`src/hdl/dhtt_pkg.sv`:
```
// shared types, constants and helpers of the double hash transposition table
package dhtt_pkg;

  localparam int TABLE_SLOTS = 1024;              // power of two
  localparam int SLOT_W      = $clog2(TABLE_SLOTS);
  localparam int FILL_W      = SLOT_W + 1;

  localparam int OP_W    = 2;
  localparam int KEY_W   = 32;
  localparam int PIECE_W = 8;
  localparam int DEPTH_W = 7;
  localparam int MOVE_W  = 8;
  localparam int SCORE_W = 32;
  localparam int OUT_W   = 3;
  localparam int ENT_W   = 11;

  localparam int NIB_BITS = 4;
  localparam int NIB_N    = KEY_W / NIB_BITS;
  localparam int NIB_W    = $clog2(NIB_N);
  localparam int RES_W    = 4;                     // holds a residue mod 11
  localparam int RANK_W   = 10;

  localparam logic [RES_W-1:0]  STEP_BASE   = RES_W'(11);
  localparam logic [7:0]        MOD_DIV     = 8'd11;
  localparam logic [14:0]       MOD_RECIP   = 15'd93;   // ~ 1024 / 11
  localparam logic [RANK_W-1:0] QUIET_BONUS = RANK_W'(10);

  localparam logic [OP_W-1:0] OP_PUT   = 2'd0;
  localparam logic [OP_W-1:0] OP_GET   = 2'd1;
  localparam logic [OP_W-1:0] OP_CLEAR = 2'd2;

  localparam logic [OUT_W-1:0] OUT_INSERTED = 3'd0;
  localparam logic [OUT_W-1:0] OUT_UPDATED  = 3'd1;
  localparam logic [OUT_W-1:0] OUT_KEPT     = 3'd2;
  localparam logic [OUT_W-1:0] OUT_REPLACED = 3'd3;
  localparam logic [OUT_W-1:0] OUT_NO_SLOT  = 3'd4;
  localparam logic [OUT_W-1:0] OUT_GET_DONE = 3'd5;
  localparam logic [OUT_W-1:0] OUT_CLEARED  = 3'd6;

  typedef enum logic [2:0] {
    DEC_NEXT,
    DEC_INSERT,
    DEC_UPDATE,
    DEC_KEEP,
    DEC_REPLACE,
    DEC_HIT,
    DEC_MISS
  } dec_e;

  typedef struct packed {
    logic                 valid;
    logic [KEY_W-1:0]     key;
    logic                 quiet;
    logic [MOVE_W-1:0]    move;
    logic [PIECE_W-1:0]   pieces;
    logic [DEPTH_W-1:0]   depth;
    logic [SCORE_W-1:0]   score;
  } entry_t;

  localparam int ENTRY_W = $bits(entry_t);

  typedef struct packed {
    logic load;        // capture a new transaction
    logic mod_step;    // fold one key nibble into the residue
    logic advance;     // move to the next probe slot
    logic finish;      // end of probing: write back and latch result
    logic sweep_wr;    // clear one slot of the sweep
    logic fill_clear;  // zero the fill count
    logic res_plain;   // latch a result with no table data
  } cmd_t;

  typedef struct packed {
    logic [OP_W-1:0] op;
    logic            mod_last;
    logic            probe_end;
    logic            sweep_last;
  } stat_t;

  // (16 * r + nibble) mod 11 for values below 176, reciprocal with one correction
  function automatic logic [RES_W-1:0] mod11_fold(input logic [7:0] v);
    logic [14:0] prod;
    logic [7:0]  quo;
    logic [7:0]  rem;
    prod = 15'(v) * MOD_RECIP;
    quo  = 8'(prod[14:10]);
    rem  = v - 8'(quo * MOD_DIV);
    if (rem >= MOD_DIV) begin
      rem = rem - MOD_DIV;
    end
    return rem[RES_W-1:0];
  endfunction

endpackage

```
`src/hdl/dhtt_ctrl.sv`:
```
// controller state machine of the transposition table
module dhtt_ctrl (
  input  logic            clk_i,
  input  logic            rst_ni,
  input  logic            start,
  input  dhtt_pkg::stat_t stat_i,
  output dhtt_pkg::cmd_t  cmd_o,
  output logic            busy,
  output logic            done_o
);
  import dhtt_pkg::*;

  typedef enum logic [7:0] {
    S_INIT  = 8'b0000_0001,
    S_IDLE  = 8'b0000_0010,
    S_DISP  = 8'b0000_0100,
    S_MOD   = 8'b0000_1000,
    S_READ  = 8'b0001_0000,
    S_CHECK = 8'b0010_0000,
    S_WIPE  = 8'b0100_0000,
    S_DONE  = 8'b1000_0000
  } state_e;

  state_e state_q, state_d;

  always_comb begin
    state_d = state_q;
    cmd_o   = '0;
    unique case (state_q)
      S_INIT: begin
        cmd_o.sweep_wr = 1'b1;
        if (stat_i.sweep_last) begin
          state_d = S_IDLE;
        end
      end
      S_IDLE: begin
        if (start) begin
          cmd_o.load = 1'b1;
          state_d    = S_DISP;
        end
      end
      S_DISP: begin
        case (stat_i.op) inside
          OP_PUT, OP_GET: state_d = S_MOD;
          OP_CLEAR: begin
            cmd_o.fill_clear = 1'b1;
            state_d          = S_WIPE;
          end
          default: begin
            cmd_o.res_plain = 1'b1;
            state_d         = S_DONE;
          end
        endcase
      end
      S_MOD: begin
        cmd_o.mod_step = 1'b1;
        if (stat_i.mod_last) begin
          state_d = S_READ;
        end
      end
      S_READ: begin
        state_d = S_CHECK;
      end
      S_CHECK: begin
        if (stat_i.probe_end) begin
          cmd_o.finish = 1'b1;
          state_d      = S_DONE;
        end else begin
          cmd_o.advance = 1'b1;
          state_d       = S_READ;
        end
      end
      S_WIPE: begin
        cmd_o.sweep_wr = 1'b1;
        if (stat_i.sweep_last) begin
          cmd_o.res_plain = 1'b1;
          state_d         = S_DONE;
        end
      end
      S_DONE: begin
        state_d = S_IDLE;
      end
      default: begin
        state_d = S_INIT;
      end
    endcase
  end

  always_ff @(posedge clk_i or negedge rst_ni) begin
    if (!rst_ni) begin
      state_q <= S_INIT;
    end else begin
      state_q <= state_d;
    end
  end

  assign busy   = (state_q != S_IDLE);
  assign done_o = (state_q == S_DONE);

endmodule
```
`config.mk`:
```
export PLATFORM = sky130hd
export DESIGN_NAME = dhtt_ctrl
export DESIGN_NICKNAME = d
export VERILOG_FILES = /design/src/hdl/dhtt_pkg.sv /design/src/hdl/dhtt_ctrl.sv
export SDC_FILE = /design/constraint.sdc
export NUM_CORES = 1
export LEC_CHECK = 0
export BUFFER_PORTS_ARGS = -buffer_cell sky130_fd_sc_hd__buf_2
export CORE_MARGIN = 2
export CORE_UTILIZATION = 30
export DETAILED_ROUTE_END_ITERATION = 10
export GPL_TIMING_DRIVEN = 0
export PLACE_DENSITY = 0.57
export SETUP_SLACK_MARGIN = 0.3
export SYNTH_ARGS = -nofsm -noshare
export SYNTH_HDL_FRONTEND = slang
export SYNTH_SLANG_ARGS = --single-unit
```
`constraint.sdc`:
```
create_clock -name clk_i -period 2.5 [get_ports clk_i]
set_input_delay 0.125 -clock clk_i [delete_from_list [all_inputs] [get_ports clk_i]]
set_output_delay 0.125 -clock clk_i [all_outputs]
set_load 0.02 [all_outputs]
```
==> impl_metrics.tcl, run 1 <==
set metrics [dict create \
    cp.arrival_ps 1990 \
    chipWidth_um 50.21 \
    rows 16 \
    synthArstFlopShare_pct 100.0 \
    io_pins 17 \
    switching_share_pct 43.11 \
    synth-seq-cells 8 \
    grt_first_pass_wirelength_mm 2.566 \
    die_h_um 50.21 \
    coreArea_sq_um 1982 \
    drv_slew 0 \
    grt_antenna_before_repair 0 \
    hold_class "primary input to register" \
    drt_iter0_drc 25 \
    nFillCells 195 \
    finalHoldViolations 0 \
    skew_ps 1.311 \
    combinationalPowerShare_pct 53.6 \
    finalCritPeriodShare_pct 84.73 \
    dr_total_vias 601 \
    setup-tns-final_ps 0 \
    fin_nets 100 \
    clk_latency_ps 260 \
    status "complete, no violations" \
    mappedNetlistArea_sq_um 640.6 \
    powerDensity_nw_per_um2 798.2 \
    ys_seq_area_share_pct 31.45 \
    synth_edf_count 0 \
    worstRegToRegCells 6 \
    drt-pass1-iter-count 4 \
    synthCells 70 \
    leakage_nw 0.3743 \
    cp_data_required_time_ps 2380 \
    p_switching_mw 0.2751 \
    ys_types 34 \
    yosys_warnings 0 \
    place_congestion 0.7509 \
    fin_util_pct 40.34 \
    initial_core_util_pct 32.32 \
    vdd_drop_max_mv 0.3822 \
    holdWs_ps 117.9 \
    crit_type "register to output pin" \
    post_cts_buffers 0 \
    max_slew_margin_pct 69.02 \
    pwr-share-clk_pct 18.2 \
    cap_violations 0 \
    wl_per_cell_um 13.19 \
    crit_path_end_kind "output pin" \
    worstMarginPinSlew_ps 461.2 \
    vias_per_cell 5.093 \
    cts-root-buf "clkbuf_4" \
    max_freq_mhz 472.1 \
    clock_path_buffers 2 \
    syn_to_final_growth_pct 24.80 \
    worstPathMaxFanout 10 \
    top_register "state_q" \
    setup_viol 0 \
    tritoncts "yes" \
    synth.avg_cell_area_sq_um 9.152 \
    met2_length_um 744 \
    wl_met1_um 709 \
    synth_ff_type "dfrtp_1" \
    cts.htree.levels 1 \
    total_power_mw 0.6382 \
    hpwl_mm 1.138 \
    largest_reg_flops 8 \
    clk_pin_slew_ps 60 \
    cts_sinks 8 \
    min_period_ps 2118 \
    drive_gt1_share_pct 36.26 \
    p_seq_share_pct 28.2 \
    grt_max_degree 11 \
    die-area_sq_um 2521 \
    drt_wl_total_mm 1.556 \
    grt_overflow 0 \
    n_antenna_cell 0 \
    routed.top_layer "met3" \
    ant_nets 0 \
    largest_registers "state_q: 8 flops" \
    cp-start-kind "register" \
    portBuffers 16 \
    hold_path_depth 3 \
    p_int_mw 0.3630 \
    grt_pass1_vias 525 \
    drc 0 \
    mappedNetlistNets 78 \
    cts_inserted_buffers 3 \
    dr_wl_met3_um 101 \
    grt_usage_pct 13.53 \
    rsz0062_at_grt "false" \
]
per-stage QoR:
stage	cells	area, sq um	setup slack (ps)
finish	118	799.5	381.7
global route	118	799.5	309.0
CTS	118	790.8	381.4
detailed placement	113	754.5	572.6
global placement	113	754.5	612.0
floorplan	70	640.6	425.2
repair_timing:
action / 4_1_cts / 5_1_grt
endpoints found under the setup margin: 0 / 1
resized for setup: 0 / 2
endpoints found under the hold margin: 8 / 0
hold buffers: 1 / 0
Yosys cell counts, types with 2 or more instances:
master | n | area, sq um
nor2_1 | 9 | 33.78
dfrtp_1 | 7 | 175.2
o21ai_0 | 5 | 25.02
nand2b_1 | 4 | 25.02
nand4b_1 | 4 | 35.03
inv_1 | 3 | 11.26
nand2_1 | 3 | 11.26
nor3_1 | 3 | 15.01
nor4_4 | 3 | 63.81
and2_1 | 2 | 12.51
nor2b_1 | 2 | 12.51
nor4_1 | 2 | 12.51
xor2_1 | 2 | 17.52
path summary, 6_finish.rpt:
kind                            start          to  slack (ps)
min                             start  state_q[2]         120
max reg2reg                state_q[1]  state_q[4]         570
max                        state_q[1]    cmd_o[3]         380
min in group asynchronous      rst_ni  state_q[3]         240
max in group asynchronous      rst_ni  state_q[0]        2010
min reg2reg                state_q[2]  state_q[5]         640
worst max-delay path: stages, from the launching register on:
cell	delay, ps
dfrtp_1	370
buf_6	140
or4_4	580
nor4_4	250
and2_1	210
buf_2	180
area by class of cell:
| type | instances | area (sq um) | area share (%) |
|---|---|---|---|
| timing repair buffer | 17 | 90.09 | 11.27 |
| inverter | 3 | 11.26 | 1.408 |
| sequential | 8 | 201.4 | 25.20 |
| clock buffer | 4 | 26.28 | 3.286 |
| buffer | 3 | 20.02 | 2.504 |
| tap | 27 | 33.78 | 4.225 |
| multi-input combinational | 56 | 416.7 | 52.11 |
cells by family after synthesis:
logic type,count (synthesis),synth area share [%]
AND/OR/NAND/NOR,42,48.24
AO/OA/AOI/OAI,11,10.94
flip-flops,8,31.45
buffers and inverters,6,4.881
XOR/XNOR,2,2.735
multiplexers,1,1.758
power groups by stage:
| stage | logic (mW) | registers [mW] | clock network [mW] |
|---|---|---|---|
| 4_1_cts | 0.338 | 0.178 | 0.123 |
| 6_report | 0.342 | 0.180 | 0.116 |
| 5_1_grt | 0.376 | 0.183 | 0.129 |
| 3_3_place_gp | 0.329 | 0.181 | 0 |
| 2_1_floorplan | 0.266 | 0.176 | 0 |
| 3_5_place_dp | 0.336 | 0.180 | 0 |
placed cells by master (no fill, tap or decap), drive strengths merged, types with 3 or more instances in the layout:
cell type  instances
clkbuf             5
inv                3
nor2               9
o21ai              5
nand4b             4
nand2b             4
dfrtp              7
nor4               6
nor3               4
buf               18
nand2              3
routing by layer:
layer	vias to the layer above	global-route usage (%)
met5	-	0
met1	283	18.74
li1	300	-
met2	18	19.74
met3	0	4.464
met4	0	4.167
Note: power is estimated with default switching activity, not from simulation.
==> run 2: changes to the inputs <==
==> constraint.sdc (replaced) <==
create_clock -name clk_i -period 2.1 [get_ports clk_i]
set_input_delay 0.105 -clock clk_i [delete_from_list [all_inputs] [get_ports clk_i]]
set_output_delay 0.105 -clock clk_i [all_outputs]
set_load 0.02 [all_outputs]
==> run 2 against run 1 <==
Final cell count up 10%. Die area did not move. First-iteration DRC count shrank 84%. Cell area is 19% higher. Register-to-register slack worse by 330 ps. Sequential cell count unchanged. Wire length increased by 11%. Total power is 37% higher. Combinational power increased by 53%. Worst hold slack worse by 18 ps. Global-route usage grew 2.1 points. Count of clock-buffer cells in the layout did not move. Critical path type unchanged. Critical endpoint is now cmd_o[4].
==> impl_metrics.tcl, run 2 (synthesis results as in run 1) <==
set metrics [dict create \
    crit_path_end_kind "output pin" \
    grt_overflow 0 \
    largest_reg_flops 8 \
    status "complete, no violations" \
    chipWidth_um 50.21 \
    drt_iter0_drc 4 \
    skew_ps 12.75 \
    drc 0 \
    postPlaceCellArea_sq_um 768.2 \
    die_h_um 50.21 \
    cts.htree.levels 1 \
    crit_type "register to output pin" \
    portBuffers 16 \
    setup-tns-final_ps 0 \
    hold_class "primary input to register" \
    final.setup.worst_slack_ps 212.9 \
    p_seq_share_pct 25.0 \
    drive_gt1_share_pct 53.40 \
    vias_per_cell 5.146 \
    max_slew_margin_pct 75.26 \
    p_int_mw 0.5120 \
    hpwl_mm 1.167 \
    worstPathMaxFanout 6 \
    clk_latency_ps 270 \
    pwr-share-clk_pct 15.3 \
    layout_commonest_cell "buf_4" \
    clk_pin_slew_ps 50 \
    stdcell_area_sq_um 953.4 \
    p_switching_mw 0.3631 \
    powerDensity_nw_per_um2 917.9 \
    switching_share_pct 41.49 \
    crit_chain "buf_6 -> or4_4 -> nor4_4 -> nor2b_1 -> buf_4" \
    wl_per_cell_um 13.23 \
    cts-root-buf "clkbuf_4" \
    cp_data_required_time_ps 2000 \
    finalHoldViolations 0 \
    grt_pass1_vias 623 \
    ant_nets 0 \
    max_freq_mhz 529.9 \
    combinationalPowerShare_pct 59.7 \
    cts_sinks 8 \
    place_congestion 0.7813 \
    cp.arrival_ps 1780 \
    finalCritPeriodShare_pct 89.86 \
    rsz0062_at_grt "true" \
    drt_wl_total_mm 1.720 \
    fin_nets 112 \
    dr_total_vias 669 \
    max_stage_delay_ps 530 \
    grt_usage_pct 15.59 \
    largest_registers "state_q: 8 flops" \
    die-area_sq_um 2521 \
    grt_first_pass_wirelength_mm 2.884 \
    grt_max_degree 11 \
    initial_core_util_pct 32.32 \
    io_pins 17 \
    slowest_stage "or4_4" \
    place_ws_ps 228.1 \
    tritoncts "yes" \
    syn_to_final_growth_pct 48.83 \
    n_antenna_cell 0 \
    fin_util_pct 48.11 \
    setup_viol 0 \
    grt_antenna_before_repair 0 \
    clock_path_buffers 2 \
    top_register "state_q" \
    drt-pass1-iter-count 2 \
    leakage_nw 0.4356 \
    vdd_drop_max_mv 0.4621 \
    drv_slew 0 \
    min_period_ps 1887 \
    layout_common_cells "15 x buf_4, 13 x buf_2, 8 x nor2_1" \
    coreArea_sq_um 1982 \
    rows 16 \
    cp-start-kind "register" \
    worstMarginPinSlew_ps 371.1 \
    cap_violations 0 \
    cts_inserted_buffers 3 \
]
## run 2: metrics by stage
stage / hold WS, ps / power, mW / cells
final: 99.48 / 0.8751 / 130
after CTS: 99.16 / 0.8206 / 124
after detailed placement: -38.27 / 0.6420 / 113
after global placement: -37.12 / 0.6338 / 113
after floorplan: -190.6 / 0.5466 / 70
after global routing: 100.4 / 0.9485 / 130
## run 2: timing repair
action / CTS / global route
hold buffers: 1 / 0
endpoints found under the hold margin: 8 / 0
gates resized for setup: 9 / 11
buffers inserted: 6 / 6
pin swaps: 7 / 3
endpoints found under the setup margin: 13 / 14
## run 2: worst paths after layout
kind | from | to | slack [ps] | depth (start not counted)
hold reg to reg | state_q[6] | state_q[6] | 580 | 2
min in group asynchronous | rst_ni | state_q[6] | 210 | 2
max in group asynchronous | rst_ni | state_q[0] | 1630 | 2
setup reg to reg | state_q[1] | state_q[7] | 240 | 7
setup / recovery | state_q[1] | cmd_o[4] | 210 | 5
hold / removal | start | state_q[2] | 100 | 3
## run 2: power by group through the flow
stage	clock network, mW	logic [mW]	registers, mW
after floorplan	0	0.336	0.210
after global placement	0	0.418	0.216
after detailed placement	0	0.424	0.218
after CTS	0.139	0.465	0.217
after global routing	0.154	0.571	0.223
final	0.134	0.522	0.219
## run 2: per-layer routing
| layer | up-vias | part of all wire, % | GRT usage, % |
|---|---|---|---|
| li1 | 324 | - | - |
| met1 | 331 | 46 | 19.29 |
| met2 | 10 | 49 | 24.78 |
| met3 | 4 | 2.0 | 1.786 |
| met4 | 0 | 3.1 | 11.57 |
| met5 | - | 0 | 0 |
## run 2: worst max-delay path: cells and delay by family, from the launching register on
family / cells / cell delay, ps
flops: 1 / 370
buf+inv: 2 / 280
simple gates: 3 / 880
## run 2: final cells by class
class                   count  area [sq um]
inverters                   3         11.26
well taps                  27         33.78
multi-input cells          56         455.4
fillers                   194          1028
flip-flops and latches      8         205.2
clock buffers               4         26.28
plain buffers               3         27.53
repair buffers             29         193.9
